### src/design/mzis_pkg.sv
package mzis_pkg;

  // sizing
  localparam int PROGRAMS     = 4;
  localparam int ZONES        = 6;
  localparam int SLOTS        = PROGRAMS + 1;
  localparam int DUR_CAP      = 3600;
  localparam int ROLL_LIMIT   = 100;

  localparam int SLOT_W  = $clog2(SLOTS + 1);
  localparam int ZONE_W  = $clog2(ZONES);
  localparam int ZD_W    = $clog2(SLOTS * ZONES);
  localparam int DUR_W   = $clog2(DUR_CAP + 1);
  localparam int ROLL_W  = $clog2(ROLL_LIMIT + 1);
  localparam int T_W     = 34;
  localparam int STEP_W  = 25;
  localparam int PROD_W  = DUR_W + 9;
  localparam int RECIP_W = 20;
  localparam int Q_W     = 14;
  localparam int COR_W   = 17;
  localparam int CV_W    = 18;

  localparam logic [31:0]        NO_TIME     = 32'h7FFF_FFFF;
  localparam logic [31:0]        TIME_SAT    = 32'hFFFF_FFFF;
  localparam logic [16:0]        DAY_SECONDS = 17'd86400;
  localparam logic [RECIP_W-1:0] RECIP       = 20'd671089;
  localparam int                 RECIP_SHIFT = 26;
  localparam logic [COR_W-1:0]   COR_MAX     = 17'd131070;
  localparam logic [16:0]        CNT_MAX     = 17'h1FFFF;
  localparam logic [3:0]         GAP_MAX     = 4'd10;
  localparam logic [3:0]         GAP_RESET   = 4'd2;

  // configuration register indexes
  localparam logic CFG_CORR = 1'b0;
  localparam logic CFG_GAP  = 1'b1;

  typedef enum logic [2:0] {
    OP_TICK    = 3'd0,
    OP_HEADER  = 3'd1,
    OP_ZONE    = 3'd2,
    OP_MANUAL  = 3'd3,
    OP_RUN_NOW = 3'd4,
    OP_CANCEL  = 3'd5
  } op_t;

  typedef enum logic [3:0] {
    ST_IDLE, ST_START, ST_EXEC, ST_RC_CLEAR, ST_RC_PROG, ST_ROLL, ST_LY_INIT,
    ST_LY_MUL, ST_LY_DIV, ST_LY_COR, ST_LY_ADD, ST_RC_CMP, ST_RN_COMMIT, ST_DONE
  } state_t;

  typedef enum logic [3:0] {
    CMD_NONE, CMD_LOAD, CMD_EXEC, CMD_RC_CLEAR, CMD_PROG_LOAD, CMD_PROG_SKIP,
    CMD_ROLL, CMD_LY_INIT_RC, CMD_LY_INIT_RN, CMD_LY_MUL, CMD_LY_DIV, CMD_LY_COR,
    CMD_LY_ADD, CMD_RC_CMP, CMD_RN_COMMIT, CMD_OUT_LOAD
  } cmd_t;

  typedef struct packed {
    logic pending;
    logic rc_needed;
    logic rn_needed;
    logic prog_active;
    logic prog_manual;
    logic prog_last;
    logic roll_more;
    logic zone_last;
    logic out_free;
  } status_t;

  function automatic logic [31:0] sat32(input logic [T_W-1:0] v);
    return (|v[T_W-1:32]) ? TIME_SAT : v[31:0];
  endfunction

endpackage

### src/design/mzis_ctrl.sv
module mzis_ctrl (
  input  logic              clk,
  input  logic              rst,
  input  logic              in_valid,
  output logic              in_ready,
  input  mzis_pkg::status_t st,
  output mzis_pkg::cmd_t    cmd
);
  import mzis_pkg::*;

  state_t state, state_next;
  logic   ret_exec, ret_exec_next;
  logic   rn_mode, rn_mode_next;

  // state registers
  always_ff @(posedge clk) begin
    if (rst) begin
      state    <= ST_IDLE;
      ret_exec <= 1'b0;
      rn_mode  <= 1'b0;
    end else begin
      state    <= state_next;
      ret_exec <= ret_exec_next;
      rn_mode  <= rn_mode_next;
    end
  end

  // next state
  always_comb begin
    state_next    = state;
    ret_exec_next = ret_exec;
    rn_mode_next  = rn_mode;
    unique case (state)
      ST_IDLE: begin
        if (in_valid) state_next = ST_START;
      end
      ST_START: begin
        if (st.pending) begin
          ret_exec_next = 1'b1;
          rn_mode_next  = 1'b0;
          state_next    = ST_RC_CLEAR;
        end else begin
          state_next = ST_EXEC;
        end
      end
      ST_EXEC: begin
        ret_exec_next = 1'b0;
        if (st.rc_needed) begin
          rn_mode_next = 1'b0;
          state_next   = ST_RC_CLEAR;
        end else if (st.rn_needed) begin
          rn_mode_next = 1'b1;
          state_next   = ST_LY_INIT;
        end else begin
          state_next = ST_DONE;
        end
      end
      ST_RC_CLEAR: state_next = ST_RC_PROG;
      ST_RC_PROG: begin
        if (!st.prog_active) begin
          if (st.prog_last) state_next = ret_exec ? ST_EXEC : ST_DONE;
        end else if (st.prog_manual) begin
          state_next = ST_LY_INIT;
        end else begin
          state_next = ST_ROLL;
        end
      end
      ST_ROLL: begin
        if (!st.roll_more) state_next = ST_LY_INIT;
      end
      ST_LY_INIT: state_next = ST_LY_MUL;
      ST_LY_MUL:  state_next = ST_LY_DIV;
      ST_LY_DIV:  state_next = ST_LY_COR;
      ST_LY_COR:  state_next = ST_LY_ADD;
      ST_LY_ADD: begin
        if (st.zone_last) state_next = rn_mode ? ST_RN_COMMIT : ST_RC_CMP;
        else state_next = ST_LY_MUL;
      end
      ST_RC_CMP: begin
        if (st.prog_last) state_next = ret_exec ? ST_EXEC : ST_DONE;
        else state_next = ST_RC_PROG;
      end
      ST_RN_COMMIT: state_next = ST_DONE;
      ST_DONE: begin
        if (st.out_free) state_next = ST_IDLE;
      end
      default: state_next = ST_IDLE;
    endcase
  end

  // command outputs
  always_comb begin
    in_ready = 1'b0;
    cmd      = CMD_NONE;
    unique case (state)
      ST_IDLE: begin
        in_ready = 1'b1;
        if (in_valid) cmd = CMD_LOAD;
      end
      ST_START:    cmd = CMD_NONE;
      ST_EXEC:     cmd = CMD_EXEC;
      ST_RC_CLEAR: cmd = CMD_RC_CLEAR;
      ST_RC_PROG: begin
        if (!st.prog_active) cmd = st.prog_last ? CMD_NONE : CMD_PROG_SKIP;
        else cmd = CMD_PROG_LOAD;
      end
      ST_ROLL:      cmd = CMD_ROLL;
      ST_LY_INIT:   cmd = rn_mode ? CMD_LY_INIT_RN : CMD_LY_INIT_RC;
      ST_LY_MUL:    cmd = CMD_LY_MUL;
      ST_LY_DIV:    cmd = CMD_LY_DIV;
      ST_LY_COR:    cmd = CMD_LY_COR;
      ST_LY_ADD:    cmd = CMD_LY_ADD;
      ST_RC_CMP:    cmd = CMD_RC_CMP;
      ST_RN_COMMIT: cmd = CMD_RN_COMMIT;
      ST_DONE: begin
        if (st.out_free) cmd = CMD_OUT_LOAD;
      end
      default: cmd = CMD_NONE;
    endcase
  end

endmodule

### src/design/mzis_datapath.sv
module mzis_datapath (
  input  logic              clk,
  input  logic              rst,
  input  mzis_pkg::cmd_t    cmd,
  output mzis_pkg::status_t st,
  input  logic              cfg_valid,
  output logic              cfg_ready,
  input  logic              cfg_index,
  input  logic [7:0]        cfg_data,
  input  logic [2:0]        opcode,
  input  logic [31:0]       now_seconds,
  input  logic [2:0]        program_index,
  input  logic [2:0]        zone_index,
  input  logic [15:0]       duration,
  input  logic              program_active,
  input  logic [31:0]       first_start,
  input  logic [7:0]        repeat_period,
  output logic              out_valid,
  input  logic              out_ready,
  output logic [2:0]        relay_zone,
  output logic [2:0]        running_zone,
  output logic [16:0]       countdown,
  output logic              in_schedule,
  output logic [31:0]       next_start,
  output logic [31:0]       next_end
);
  import mzis_pkg::*;

  // configuration
  logic signed [7:0] corr;
  logic [3:0]        gap;
  logic              pending;

  // latched item
  logic [2:0]  op_r;
  logic [31:0] now_r;
  logic [2:0]  pi_r;
  logic [2:0]  zi_r;
  logic [15:0] dur_r;
  logic        act_r;
  logic [31:0] start_r;
  logic [7:0]  rep_r;

  // program table
  logic              prog_active [SLOTS];
  logic [31:0]       prog_start  [SLOTS];
  logic [7:0]        prog_repeat [SLOTS];
  logic [DUR_W-1:0]  zone_dur    [SLOTS*ZONES];

  // schedule
  logic [31:0] sz_start [ZONES];
  logic [31:0] sz_end   [ZONES];
  logic        sz_on    [ZONES];
  logic [31:0] sched_start;
  logic [31:0] sched_end;
  logic [2:0]  relay;

  // layout scratch
  logic [31:0] ws [ZONES];
  logic [31:0] we [ZONES];
  logic        won [ZONES];

  // working registers
  logic [SLOT_W-1:0]        p_r;
  logic [ZONE_W-1:0]        z_r;
  logic [T_W-1:0]           t_r;
  logic [ROLL_W-1:0]        n_r;
  logic [STEP_W-1:0]        step_r;
  logic [T_W-1:0]           lt_r;
  logic [31:0]              lend_r;
  logic [DUR_W-1:0]         d_r;
  logic signed [PROD_W-1:0] prod_r;
  logic [Q_W-1:0]           q_r;
  logic                     neg_r;
  logic [COR_W-1:0]         cd_r;
  logic [2:0]               run_r;
  logic [16:0]              cnt_r;

  // combinational helpers
  logic [ZD_W-1:0]          rd_idx;
  logic [ZD_W-1:0]          wr_idx;
  logic [PROD_W-1:0]        mag;
  logic [PROD_W+RECIP_W-1:0] qprod;
  logic signed [CV_W-1:0]   cv;
  logic [T_W-1:0]           we_sum;
  logic [31:0]              we_sat;
  logic [T_W-1:0]           now2;
  logic [T_W-1:0]           now1;
  logic                     hit_found;
  logic [ZONE_W-1:0]        hit_idx;
  logic                     relay_clr;
  logic                     hit_z;
  logic [31:0]              left;
  logic                     pi_prog;
  logic                     pi_slot;
  logic                     zi_ok;

  assign cfg_ready = 1'b1;

  assign pi_prog = (pi_r < 3'(PROGRAMS));
  assign pi_slot = (pi_r < 3'(SLOTS));
  assign zi_ok   = (zi_r < 3'(ZONES));
  assign rd_idx  = ZD_W'(p_r * ZONES) + ZD_W'(z_r);
  assign wr_idx  = ZD_W'(pi_r * ZONES) + ZD_W'(zi_r);
  assign now2    = T_W'(now_r) + T_W'(2);
  assign now1    = T_W'(now_r) + T_W'(1);

  // divide by 100 via reciprocal
  assign mag   = prod_r[PROD_W-1] ? PROD_W'(-prod_r) : PROD_W'(prod_r);
  assign qprod = (PROD_W+RECIP_W)'(mag) * (PROD_W+RECIP_W)'(RECIP);

  // corrected duration before clamp
  assign cv = $signed({{(CV_W-DUR_W){1'b0}}, d_r}) +
              (neg_r ? -$signed({{(CV_W-Q_W){1'b0}}, q_r})
                     :  $signed({{(CV_W-Q_W){1'b0}}, q_r}));

  assign we_sum = lt_r + T_W'(cd_r);
  assign we_sat = sat32(we_sum);

  // zone window search for a tick
  always_comb begin
    hit_found = 1'b0;
    hit_idx   = '0;
    relay_clr = 1'b0;
    hit_z     = 1'b0;
    for (int z = 0; z < ZONES; z++) begin
      hit_z = sz_on[z] && (sz_start[z] <= now_r) && (now_r < sz_end[z]);
      if (!hit_found) begin
        if (hit_z) begin
          hit_found = 1'b1;
          hit_idx   = ZONE_W'(z);
        end else if (sz_on[z] && relay == 3'(z + 1)) begin
          relay_clr = 1'b1;
        end
      end
    end
  end

  assign left = sz_end[hit_idx] - now_r;

  // status toward the controller
  always_comb begin
    st.pending     = pending;
    st.rc_needed   = 1'b0;
    st.rn_needed   = 1'b0;
    case (op_r)
      OP_TICK:    st.rc_needed = (now_r > sched_end);
      OP_HEADER:  st.rc_needed = pi_prog;
      OP_ZONE:    st.rc_needed = pi_slot && zi_ok;
      OP_MANUAL:  st.rc_needed = 1'b1;
      OP_CANCEL:  st.rc_needed = 1'b1;
      OP_RUN_NOW: st.rn_needed = pi_prog && prog_active[pi_r];
      default:    st.rc_needed = 1'b0;
    endcase
    st.prog_active = (p_r < SLOT_W'(SLOTS)) && prog_active[p_r];
    st.prog_manual = (p_r == SLOT_W'(PROGRAMS));
    st.prog_last   = (p_r == SLOT_W'(SLOTS - 1));
    st.roll_more   = (t_r < T_W'(now_r)) && (n_r < ROLL_W'(ROLL_LIMIT));
    st.zone_last   = (z_r == ZONE_W'(ZONES - 1));
    st.out_free    = !out_valid || out_ready;
  end

  // configuration writes and pending recompute
  always_ff @(posedge clk) begin
    if (rst) begin
      corr    <= '0;
      gap     <= GAP_RESET;
      pending <= 1'b0;
    end else begin
      if (cfg_valid && cfg_ready) begin
        if (cfg_index == CFG_CORR) begin
          if ($signed(cfg_data) != corr) begin
            corr    <= $signed(cfg_data);
            pending <= 1'b1;
          end
        end else if (cfg_data[3:0] <= GAP_MAX) begin
          gap     <= cfg_data[3:0];
          pending <= 1'b1;
        end
      end else if (cmd == CMD_RC_CLEAR) begin
        pending <= 1'b0;
      end
    end
  end

  // item capture
  always_ff @(posedge clk) begin
    if (cmd == CMD_LOAD) begin
      op_r    <= opcode;
      now_r   <= now_seconds;
      pi_r    <= program_index;
      zi_r    <= zone_index;
      dur_r   <= duration;
      act_r   <= program_active;
      start_r <= first_start;
      rep_r   <= repeat_period;
    end
  end

  // program table, schedule and relay
  always_ff @(posedge clk) begin
    if (rst) begin
      for (int i = 0; i < SLOTS; i++) begin
        prog_active[i] <= 1'b0;
        prog_start[i]  <= '0;
        prog_repeat[i] <= 8'd1;
      end
      for (int i = 0; i < SLOTS * ZONES; i++) zone_dur[i] <= '0;
      for (int i = 0; i < ZONES; i++) begin
        sz_start[i] <= NO_TIME;
        sz_end[i]   <= '0;
        sz_on[i]    <= 1'b0;
      end
      sched_start <= NO_TIME;
      sched_end   <= '0;
      relay       <= '0;
    end else begin
      unique case (cmd)
        CMD_EXEC: begin
          case (op_r)
            OP_TICK: begin
              if (hit_found) relay <= 3'(hit_idx) + 3'd1;
              else if (relay_clr) relay <= '0;
              if (now_r > sched_end) prog_active[PROGRAMS] <= 1'b0;
            end
            OP_HEADER: begin
              if (pi_prog) begin
                prog_active[pi_r] <= act_r;
                prog_start[pi_r]  <= start_r;
                prog_repeat[pi_r] <= rep_r;
              end
            end
            OP_ZONE: begin
              if (pi_slot && zi_ok) begin
                zone_dur[wr_idx] <= (dur_r > 16'(DUR_CAP)) ?
                                    DUR_W'(DUR_CAP) : DUR_W'(dur_r);
              end
            end
            OP_MANUAL: begin
              prog_active[PROGRAMS] <= 1'b1;
              prog_repeat[PROGRAMS] <= 8'd1;
              prog_start[PROGRAMS]  <= sat32(now1);
            end
            OP_CANCEL: begin
              prog_active[PROGRAMS] <= 1'b0;
              relay                 <= '0;
            end
            default: ;
          endcase
        end
        CMD_RC_CLEAR: begin
          for (int i = 0; i < ZONES; i++) begin
            sz_start[i] <= NO_TIME;
            sz_end[i]   <= '0;
            sz_on[i]    <= 1'b0;
          end
          sched_start <= NO_TIME;
          sched_end   <= '0;
        end
        CMD_ROLL: begin
          if (!st.roll_more) prog_start[p_r] <= sat32(t_r);
        end
        CMD_RC_CMP: begin
          if (sched_start > prog_start[p_r]) begin
            for (int i = 0; i < ZONES; i++) begin
              sz_start[i] <= ws[i];
              sz_end[i]   <= we[i];
              sz_on[i]    <= won[i];
            end
            sched_start <= prog_start[p_r];
            sched_end   <= lend_r;
          end
        end
        CMD_RN_COMMIT: begin
          for (int i = 0; i < ZONES; i++) begin
            sz_start[i] <= ws[i];
            sz_end[i]   <= we[i];
            sz_on[i]    <= won[i];
          end
          sched_start <= sat32(now2);
          sched_end   <= lend_r;
        end
        default: ;
      endcase
    end
  end

  // roll forward and zone layout
  always_ff @(posedge clk) begin
    unique case (cmd)
      CMD_RC_CLEAR:  p_r <= '0;
      CMD_PROG_SKIP: p_r <= p_r + SLOT_W'(1);
      CMD_PROG_LOAD: begin
        t_r    <= T_W'(prog_start[p_r]);
        n_r    <= '0;
        step_r <= STEP_W'(DAY_SECONDS) * STEP_W'(prog_repeat[p_r]);
      end
      CMD_ROLL: begin
        if (st.roll_more) begin
          t_r <= t_r + T_W'(step_r);
          n_r <= n_r + ROLL_W'(1);
        end
      end
      CMD_LY_INIT_RC: begin
        lt_r   <= T_W'(prog_start[p_r]);
        lend_r <= '0;
        z_r    <= '0;
      end
      CMD_LY_INIT_RN: begin
        p_r    <= SLOT_W'(pi_r);
        lt_r   <= now2;
        lend_r <= sat32(now2);
        z_r    <= '0;
      end
      CMD_LY_MUL: begin
        d_r    <= zone_dur[rd_idx];
        prod_r <= PROD_W'($signed({1'b0, zone_dur[rd_idx]}) * corr);
      end
      CMD_LY_DIV: begin
        q_r   <= Q_W'(qprod >> RECIP_SHIFT);
        neg_r <= prod_r[PROD_W-1];
      end
      CMD_LY_COR: begin
        if (cv < 0) cd_r <= '0;
        else if (cv > $signed({1'b0, COR_MAX})) cd_r <= COR_MAX;
        else cd_r <= COR_W'(cv);
      end
      CMD_LY_ADD: begin
        if (d_r == '0) begin
          ws[z_r]  <= NO_TIME;
          we[z_r]  <= '0;
          won[z_r] <= 1'b0;
        end else begin
          ws[z_r]  <= sat32(lt_r);
          we[z_r]  <= we_sat;
          won[z_r] <= 1'b1;
          lt_r     <= we_sum + T_W'(gap);
          if (we_sat > lend_r) lend_r <= we_sat;
        end
        z_r <= z_r + ZONE_W'(1);
      end
      CMD_RC_CMP: p_r <= p_r + SLOT_W'(1);
      default: ;
    endcase
  end

  // per-item tick result
  always_ff @(posedge clk) begin
    if (cmd == CMD_LOAD) begin
      run_r <= '0;
      cnt_r <= '0;
    end else if (cmd == CMD_EXEC && op_r == OP_TICK && hit_found) begin
      run_r <= 3'(hit_idx) + 3'd1;
      cnt_r <= (left > 32'(CNT_MAX)) ? CNT_MAX : left[16:0];
    end
  end

  // output register
  always_ff @(posedge clk) begin
    if (rst) begin
      out_valid <= 1'b0;
    end else if (cmd == CMD_OUT_LOAD) begin
      out_valid <= 1'b1;
    end else if (out_ready) begin
      out_valid <= 1'b0;
    end
  end

  always_ff @(posedge clk) begin
    if (cmd == CMD_OUT_LOAD) begin
      relay_zone   <= relay;
      running_zone <= run_r;
      countdown    <= cnt_r;
      in_schedule  <= (now_r >= sched_start) && (now_r < sched_end);
      next_start   <= sched_start;
      next_end     <= sched_end;
    end
  end

endmodule

### src/design/multi_zone_irrigation_sequencer_top.sv
// channel  | handshake             | payload
// ---------+-----------------------+---------------------------------------------
// in       | in_valid / in_ready   | opcode, now_seconds, program_index, ...
// out      | out_valid / out_ready | relay_zone, running_zone, countdown, ...
// cfg      | cfg_valid / cfg_ready | cfg_index, cfg_data
//
// One item at a time. An accepted item passes a start, an execute and a result
// step. A recompute adds a clear step, a skip step per idle slot and, per active
// slot, a load, roll steps (at most ROLL_LIMIT advances, none for the manual slot),
// a layout init, multiply, divide, correct and add steps per zone, and a compare.
// A pending config change can add a second recompute.
// Synchronous reset clears the program table and schedule at once.
// A result waits in the output register; the next item is accepted meanwhile.
module multi_zone_irrigation_sequencer_top (
  input  logic        clk,
  input  logic        rst,
  input  logic        in_valid,
  output logic        in_ready,
  input  logic [2:0]  opcode,
  input  logic [31:0] now_seconds,
  input  logic [2:0]  program_index,
  input  logic [2:0]  zone_index,
  input  logic [15:0] duration,
  input  logic        program_active,
  input  logic [31:0] first_start,
  input  logic [7:0]  repeat_period,
  output logic        out_valid,
  input  logic        out_ready,
  output logic [2:0]  relay_zone,
  output logic [2:0]  running_zone,
  output logic [16:0] countdown,
  output logic        in_schedule,
  output logic [31:0] next_start,
  output logic [31:0] next_end,
  input  logic        cfg_valid,
  output logic        cfg_ready,
  input  logic        cfg_index,
  input  logic [7:0]  cfg_data
);
  import mzis_pkg::*;

  cmd_t    cmd;
  status_t st;

  // sequencer
  mzis_ctrl u_ctrl (
    .clk      (clk),
    .rst      (rst),
    .in_valid (in_valid),
    .in_ready (in_ready),
    .st       (st),
    .cmd      (cmd)
  );

  // tables, layout unit and result register
  mzis_datapath u_dp (
    .clk            (clk),
    .rst            (rst),
    .cmd            (cmd),
    .st             (st),
    .cfg_valid      (cfg_valid),
    .cfg_ready      (cfg_ready),
    .cfg_index      (cfg_index),
    .cfg_data       (cfg_data),
    .opcode         (opcode),
    .now_seconds    (now_seconds),
    .program_index  (program_index),
    .zone_index     (zone_index),
    .duration       (duration),
    .program_active (program_active),
    .first_start    (first_start),
    .repeat_period  (repeat_period),
    .out_valid      (out_valid),
    .out_ready      (out_ready),
    .relay_zone     (relay_zone),
    .running_zone   (running_zone),
    .countdown      (countdown),
    .in_schedule    (in_schedule),
    .next_start     (next_start),
    .next_end       (next_end)
  );

endmodule
### config.mk
export PLATFORM = sky130hd
export DESIGN_NAME = multi_zone_irrigation_sequencer_top
export DESIGN_NICKNAME = d
export VERILOG_FILES = /design/src/design/mzis_pkg.sv /design/src/design/mzis_ctrl.sv /design/src/design/mzis_datapath.sv /design/src/design/multi_zone_irrigation_sequencer_top.sv
export SDC_FILE = /design/constraint.sdc
export NUM_CORES = 2
export LEC_CHECK = 0
export BUFFER_PORTS_ARGS = -buffer_cell sky130_fd_sc_hd__buf_4
export CAP_MARGIN = 10
export CORE_AREA = 2 2 428 430
export DETAILED_ROUTE_END_ITERATION = 10
export DIE_AREA = 0 0 430 432
export GPL_TIMING_DRIVEN = 0
export PLACE_DENSITY = 0.8
export SYNTH_ARGS = -nofsm -noshare
export SYNTH_HDL_FRONTEND = slang
export SYNTH_SLANG_ARGS = --single-unit
### constraint.sdc
create_clock -name clk -period 32.7 [get_ports clk]
set_input_delay 3.27 -clock clk [delete_from_list [all_inputs] [get_ports clk]]
set_output_delay 3.27 -clock clk [all_outputs]
set_load 0.02 [all_outputs]
Word level (Yosys, flattened, before mapping)
Memory sizes are Yosys's and may differ from the RTL's. A register that Yosys moved wholly into a read port is not among the register bits.
Cells that the tools add are included.
{ "classes": {"n_addsub": 15, "mul": 5, "magnitude_cmp": 28, "n_eq_ne": 55, "mux": 228, "n_bitwise": 63, "n_reduce_logical": 64} }
{ "op_table": {"columns": ["op", "count"], "rows": [
  ["$mux 32", 50],
  ["$pmux 32 s3", 3],
  ["$lt 32x32->1", 7],
  ["$le 32x32->1", 6],
  ["$mux 1", 117],
  ["$pmux 34 s3", 1],
  ["$gt 32x32->1", 3],
  ["$mux 34", 2],
  ["$pmux 34 s2", 1],
  ["$reduce_or 32->1", 2],
  ["$mux 3", 21],
  ["$or 1x1->1", 62],
  ["$eq 4x4->1 const B", 14],
  ["$pmux 4 s14", 1],
  ["$mux 4", 13],
  ["$pmux 4 s13", 1],
  ["$mul 21x20->40 const B", 1],
  ["$add 34x17->34", 1],
  ["$add 34x25->34", 1],
  ["$add 34x4->34", 1],
  ["$lt 34x32->1", 1],
  ["$mux 17", 2],
  ["$add 32x1->33 const B", 1],
  ["$add 32x2->33 const B", 1],
  ["58 further kinds", 145]
]} }
{ "word_totals": {"ff_bits": 489, "ramBits": 1345, "in_bits": 112, "output_inout_bits": 91, "memories": 10} }
{ "mem_list": {"columns": ["name", "depth", "word_bits", "read_ports", "rd_ports_with_merged_regs", "write_ports", "line_no", "source"], "rows": [
  ["u_dp.zone_dur", 30, 12, 1, 0, 30, "mzis_datapath.sv:48", "logic [DUR_W-1:0] zone_dur [SLOTS*ZONES];"],
  ["u_dp.sz_end", 6, 32, 7, 0, 6, "mzis_datapath.sv:52", "logic [31:0] sz_end [ZONES];"],
  ["u_dp.sz_start", 6, 32, 6, 0, 6, "mzis_datapath.sv:51", "logic [31:0] sz_start [ZONES];"],
  ["u_dp.we", 6, 32, 6, 0, 1, "mzis_datapath.sv:60", "logic [31:0] we [ZONES];"],
  ["u_dp.ws", 6, 32, 6, 0, 1, "mzis_datapath.sv:59", "logic [31:0] ws [ZONES];"],
  ["u_dp.prog_start", 5, 32, 1, 1, 5, "mzis_datapath.sv:46", "logic [31:0] prog_start [SLOTS];"],
  ["4 more memories", null, null, null, null, null, null, null]
]} }

Longest topological paths before layout
An unclocked memory read counts as a cell.
{ "logic_depth": {"depth_word": 23, "ltp_mapped": 34, "depth_no_buf": 33} }

Cells and area by module
From an unflattened synthesis, not the netlist that was laid out.
{ "hier_totals": {"cells_unflattened": 8952, "hier_area_um2": 109435.0} }
{ "by_module_without_submodules": {"columns": ["module", "n_inst", "cells_each", "area_per_inst_um2", "seq_area_each_um2"], "rows": [
  ["mzis_datapath", 1, 8838, 108651.7, 58416.0],
  ["mzis_ctrl", 1, 114, 783.3, 120.1]
]} }

Worst setup path before layout
Ideal clock, no wire load.
{ "synth_timing": {"path_type": "input to register", "startpoint": "input port rst", "endpoint": "register u_dp.sched_end[20]", "setup_time_ps": 560, "arrival_time_ps": 13427, "path_slack_ps": 18712, "stages": 6, "path_buffers": 3, "path_cell_list": "clkbuf_1 and4b_1 clkbuf_1 inv_1 clkbuf_1 o22ai_1"} }
{ "synth_lines": {"columns": ["element", "line_no", "source"], "rows": [
  ["from (decl)", "multi_zone_irrigation_sequencer_top.sv:16", "input logic rst,"],
  ["to (signal assigned)", "mzis_datapath.sv:271", "sched_end <= lend_r;"],
  ["to (signal assigned)", "mzis_datapath.sv:281", "sched_end <= lend_r;"],
  ["to (decl)", "mzis_datapath.sv:55", "logic [31:0] sched_end;"]
]} }

Worst setup path after layout
{ "layout_timing": {"startpoint": "register u_dp.now_r[8]", "endpoint": "register u_dp.cnt_r[6]"} }
{ "layout_via": {"elab_chain_cells": 17} }
{ "layout_lines": {"columns": ["element", "line_no", "source"], "rows": [
  ["from (decl)", "mzis_datapath.sv:36", "logic [31:0] now_r;"],
  ["from (signal assigned)", "mzis_datapath.sv:190", "now_r <= now_seconds;"],
  ["$le 32x32->1", "mzis_datapath.sv:127", "hit_z = sz_on[z] && (sz_start[z] <= now_r) && (now_r < sz_end[z]);"],
  ["$logic_and 1x1->1 (2 in a row)", "mzis_datapath.sv:127", null],
  ["$mux 1", "mzis_datapath.sv:129", "if (hit_z) begin"],
  ["$mux 3", "mzis_datapath.sv:128", "if (!hit_found) begin"],
  ["$mux 3", "mzis_datapath.sv:129", null],
  ["$mux 3", "mzis_datapath.sv:128", null],
  ["$mux 3", "mzis_datapath.sv:129", null],
  ["$mux 3", "mzis_datapath.sv:128", null],
  ["$mux 3", "mzis_datapath.sv:129", null],
  ["$mux 3", "mzis_datapath.sv:128", null],
  ["$mux 3", "mzis_datapath.sv:129", null],
  ["$mux 3", "mzis_datapath.sv:128", null],
  ["$mem_v2 6x32", null, null],
  ["$sub 32x32->32", "mzis_datapath.sv:139", "assign left = sz_end[hit_idx] - now_r;"],
  ["$gt 32x17->1", "mzis_datapath.sv:354", "cnt_r <= (left > 32'(CNT_MAX)) ? CNT_MAX : left[16:0];"],
  ["$mux 17", "mzis_datapath.sv:354", null],
  ["to (signal assigned)", "mzis_datapath.sv:354", null],
  ["to (decl)", "mzis_datapath.sv:77", "logic [16:0] cnt_r;"]
]} }
Several ways; a longest one is shown, not always the timed one.
A chain may end at the register's enable or synchronous reset.

==> results.yml <==
global_route:
  use_met3: 0.08642
  gr-total-overflow: 0
  grt_pass1_vias: 74880
  grt_max_degree: 75
  grtUsageMet1: 0.4498
  grt_busiest_layer: "met2"
  grt_util_all_layers: 0.3583
  grtUsageMet2: 0.5662
  grt_pass1_wl_um: 483400
  antenna_found_initial: 12
detailed_routing:
  drt.antenna.violating_nets: 0
  vias: 76210
  routed_via_density: 6.446
  first_iter_violations: 10420
  drt-pass1-iter-count: 8
  post_drt_wl_per_cell_um: 28.26
  drc: 0
  routed_wl_um: 334100
clocking:
  cts_tree: "done"
  cts_sinks: 1987
  htree_levels: 4
  postCtsHoldBufs: 0
  cts_made_buffers: 200
  post_cts_resize_count: 0
  cts_buffer_depth: 3
  clk_pin_slew_ns: 0.06
  clockRootBuffer: "clkbuf_16"
  insertion_delay_ns: 0.89
  post_cts_buffers: 0
timing:
  fmax_ghz: 0.08447
  slew_viol_final: 0
  period_share: 0.3620
  tightest_slew_ns: 1.419
  hold-worst-slack_ns: 0.4240
  slew_headroom: 0.02691
  fin_skew_ns: 0.05322
  hold_viol_final: 0
  setup_violations: 0
  timing.setup.tns_ns: 0
  rsz0062_at_grt: "no"
  timing.final.crit_period_ns: 11.84
finish:
  areaGrowthSynthToFinish_pct: 11.82
  post-route-util: 0.6665
  nets: 10560
  layout.cells.most_common: "edfxtp_1"
  drive_above_1_share: 0.09624
  final_cell_mix: "edfxtp_1, ha_1, nor2_1"
  filler_cell_count: 12690
synthesis:
  synth-async-reset-ratio: 0
  ys_ff_latch: 1987
  synth.distinct_cells: 90
  synth_edf_count: 1874
  syn_inst: 8728
  synth-main-ff-cell: "edfxtp_1"
  yosys_warnings: 0
  syn_area_um2: 108300
  ys_seq_area_frac: 0.5404
  avgSynthCellArea_um2: 12.41
worst_setup_path:
  start_kind: "flip-flop"
  cp_top_family: "compound AO/OA/AOI/OAI gates"
  criticalPathCategory: "flip-flop to flip-flop"
  regToRegSetupSlack_ns: 20.86
  critical-path-max-stage-delay_ns: 1.13
  cp_max_fo: 15
  crit_required_ns: 33.43
  critPathBufInv: 6
  worst-endpoint-arrival_ns: 12.57
  cpMaxStageDelayCell: "edfxtp_1"
  cp-end-kind: "flip-flop"
pwr:
  p_per_area_nw_per_um2: 81.25
  netSwitchingPower_w: 0.003835
  p_total_w: 0.009841
  p_seq_frac: 0.330
  pwr-share-comb: 0.425
  leakage_nw: 47.33
  p_sw_frac: 0.3898
  p_int_w: 0.006005
  p_clk_frac: 0.244
  ir_worst_vdd_mv: 0.08053
place:
  post-dp-hpwl_um: 248500
  port-buffer-count: 200
  gp_congestion: 1.016
floorplanning:
  start_util: 0.5961
  fp.dieW_um: 430
  die_h_um: 432
  rows: 157
  num_io_pins: 203
  core_um2: 181700
  dieArea_um2: 185800
hold_path:
  min_path_type: "flip-flop to flip-flop"
status:
  status: "completed"
flow_run:
  max_cap_viol_count: 0
## final cells by class
type / instances / area [um2] / share of cell area
inverters: 796 / 2995 / 0.02473
flip-flops and latches: 1987 / 58540 / 0.4833
diodes: 13 / 32.53 / 0.0002686
multi-input cells: 5607 / 45630 / 0.3768
repair buffers: 288 / 2684 / 0.02216
plain buffers: 373 / 1434 / 0.01184
clock buffers: 238 / 5273 / 0.04353
clock inverters: 135 / 1545 / 0.01276
well taps: 2385 / 2984 / 0.02464
## stage by stage
step / setup slack [ns] / instances / instance area (um2)
2_1_floorplan: 18.71 / 8763 / 108400
3_3_place_gp: 12.94 / 11350 / 112900
3_5_place_dp: 21.32 / 11430 / 114200
4_1_cts: 21.27 / 11800 / 121000
5_1_grt: 20.67 / 11810 / 121100
6_report: 20.86 / 11820 / 121100
## layer usage
metal,vias up,wire (um),part of all wire
met3,1140,38150,0.11
met5,-,56,0.00017
li1,32820,-,-
met1,37190,118600,0.36
met4,8,24560,0.074
met2,5049,152700,0.46
## cells in the mapped netlist (58+ instances only)
library cell | number | area share
nand4_1 | 118 | 0.0068
mux2i_1 | 119 | 0.011
o21ai_0 | 250 | 0.012
edfxtp_1 | 1874 | 0.52
o211ai_1 | 81 | 0.0056
dfxtp_1 | 113 | 0.021
xor2_1 | 58 | 0.0047
nor3_1 | 94 | 0.0043
nor2b_1 | 133 | 0.0077
xnor2_1 | 183 | 0.015
nor2_1 | 890 | 0.031
mux4_2 | 204 | 0.042
clkbuf_1 | 330 | 0.011
a21o_1 | 141 | 0.0098
nand2_1 | 439 | 0.015
ha_1 | 962 | 0.11
o22ai_1 | 129 | 0.0075
inv_1 | 793 | 0.027
a21oi_1 | 306 | 0.014
and2_1 | 243 | 0.014
nand3_1 | 95 | 0.0044
nand2b_1 | 144 | 0.0083
or3_1 | 207 | 0.012
fa_1 | 231 | 0.043
## kinds of logic (layout without fill, tap and decap cells)
family          after synthesis  after routing  synth area share
buf+inv                    1169           1830           0.04078
other cells                   2             50        0.00006934
fa+ha+maj                  1193           1193            0.1538
simple gates               2520           2520            0.1140
compound gates             1286           1286           0.07717
xor+xnor                    242            242           0.01964
mux                         329            329           0.05404
flops                      1987           1987            0.5404
## registers in the layout, summed over array words and instances, names as in the netlist, 12 cells and up, named ones only
name / count
u_dp.sz_start: 192
u_dp.start_r: 32
u_dp.sz_end: 192
u_dp.prog_start: 256
u_dp.t_r: 34
u_dp.ws: 192
u_dp.cd_r: 17
u_dp.zone_dur: 384
u_dp.d_r: 12
u_dp.step_r: 18
u_dp.lend_r: 32
u_dp.next_start: 32
u_dp.we: 192
u_dp.sched_end: 32
u_dp.sched_start: 32
u_dp.countdown: 17
u_dp.prod_r: 21
u_dp.cnt_r: 17
u_dp.prog_repeat: 64
u_dp.q_r: 14
u_dp.next_end: 32
u_dp.now_r: 32
u_dp.dur_r: 16
u_dp.lt_r: 34
## path summary, 6_finish.rpt
kind / startpoint / end / depth (start not counted)
max: u_dp.now_r[8] / u_dp.cnt_r[6] / 31
min: u_dp.cnt_r[7] / u_dp.countdown[7] / 0
min reg2reg: u_dp.cnt_r[7] / u_dp.countdown[7] / 0
max reg2reg: u_dp.now_r[8] / u_dp.cnt_r[6] / 31
## worst register-to-register path: cells and delay by family (launching register included)
family,cells,cell delay [ns]
AO/OA/AOI/OAI,14,3.40
adder cells (fa/ha/maj),2,1.11
XOR/XNOR,1,0.09
buffers and inverters,6,3.30
flip-flops,1,1.13
AND/OR/NAND/NOR,8,2.67
## power by group through the flow
stage	clock network, W	logic (W)	registers [W]
2_1_floorplan	0	0.00269	0.00321
3_3_place_gp	0	0.00384	0.00333
3_5_place_dp	0	0.00403	0.00329
4_1_cts	0.00240	0.00409	0.00324
5_1_grt	0.00249	0.00453	0.00325
6_report	0.00240	0.00419	0.00325
Note: power is estimated with default switching activity, not from simulation.
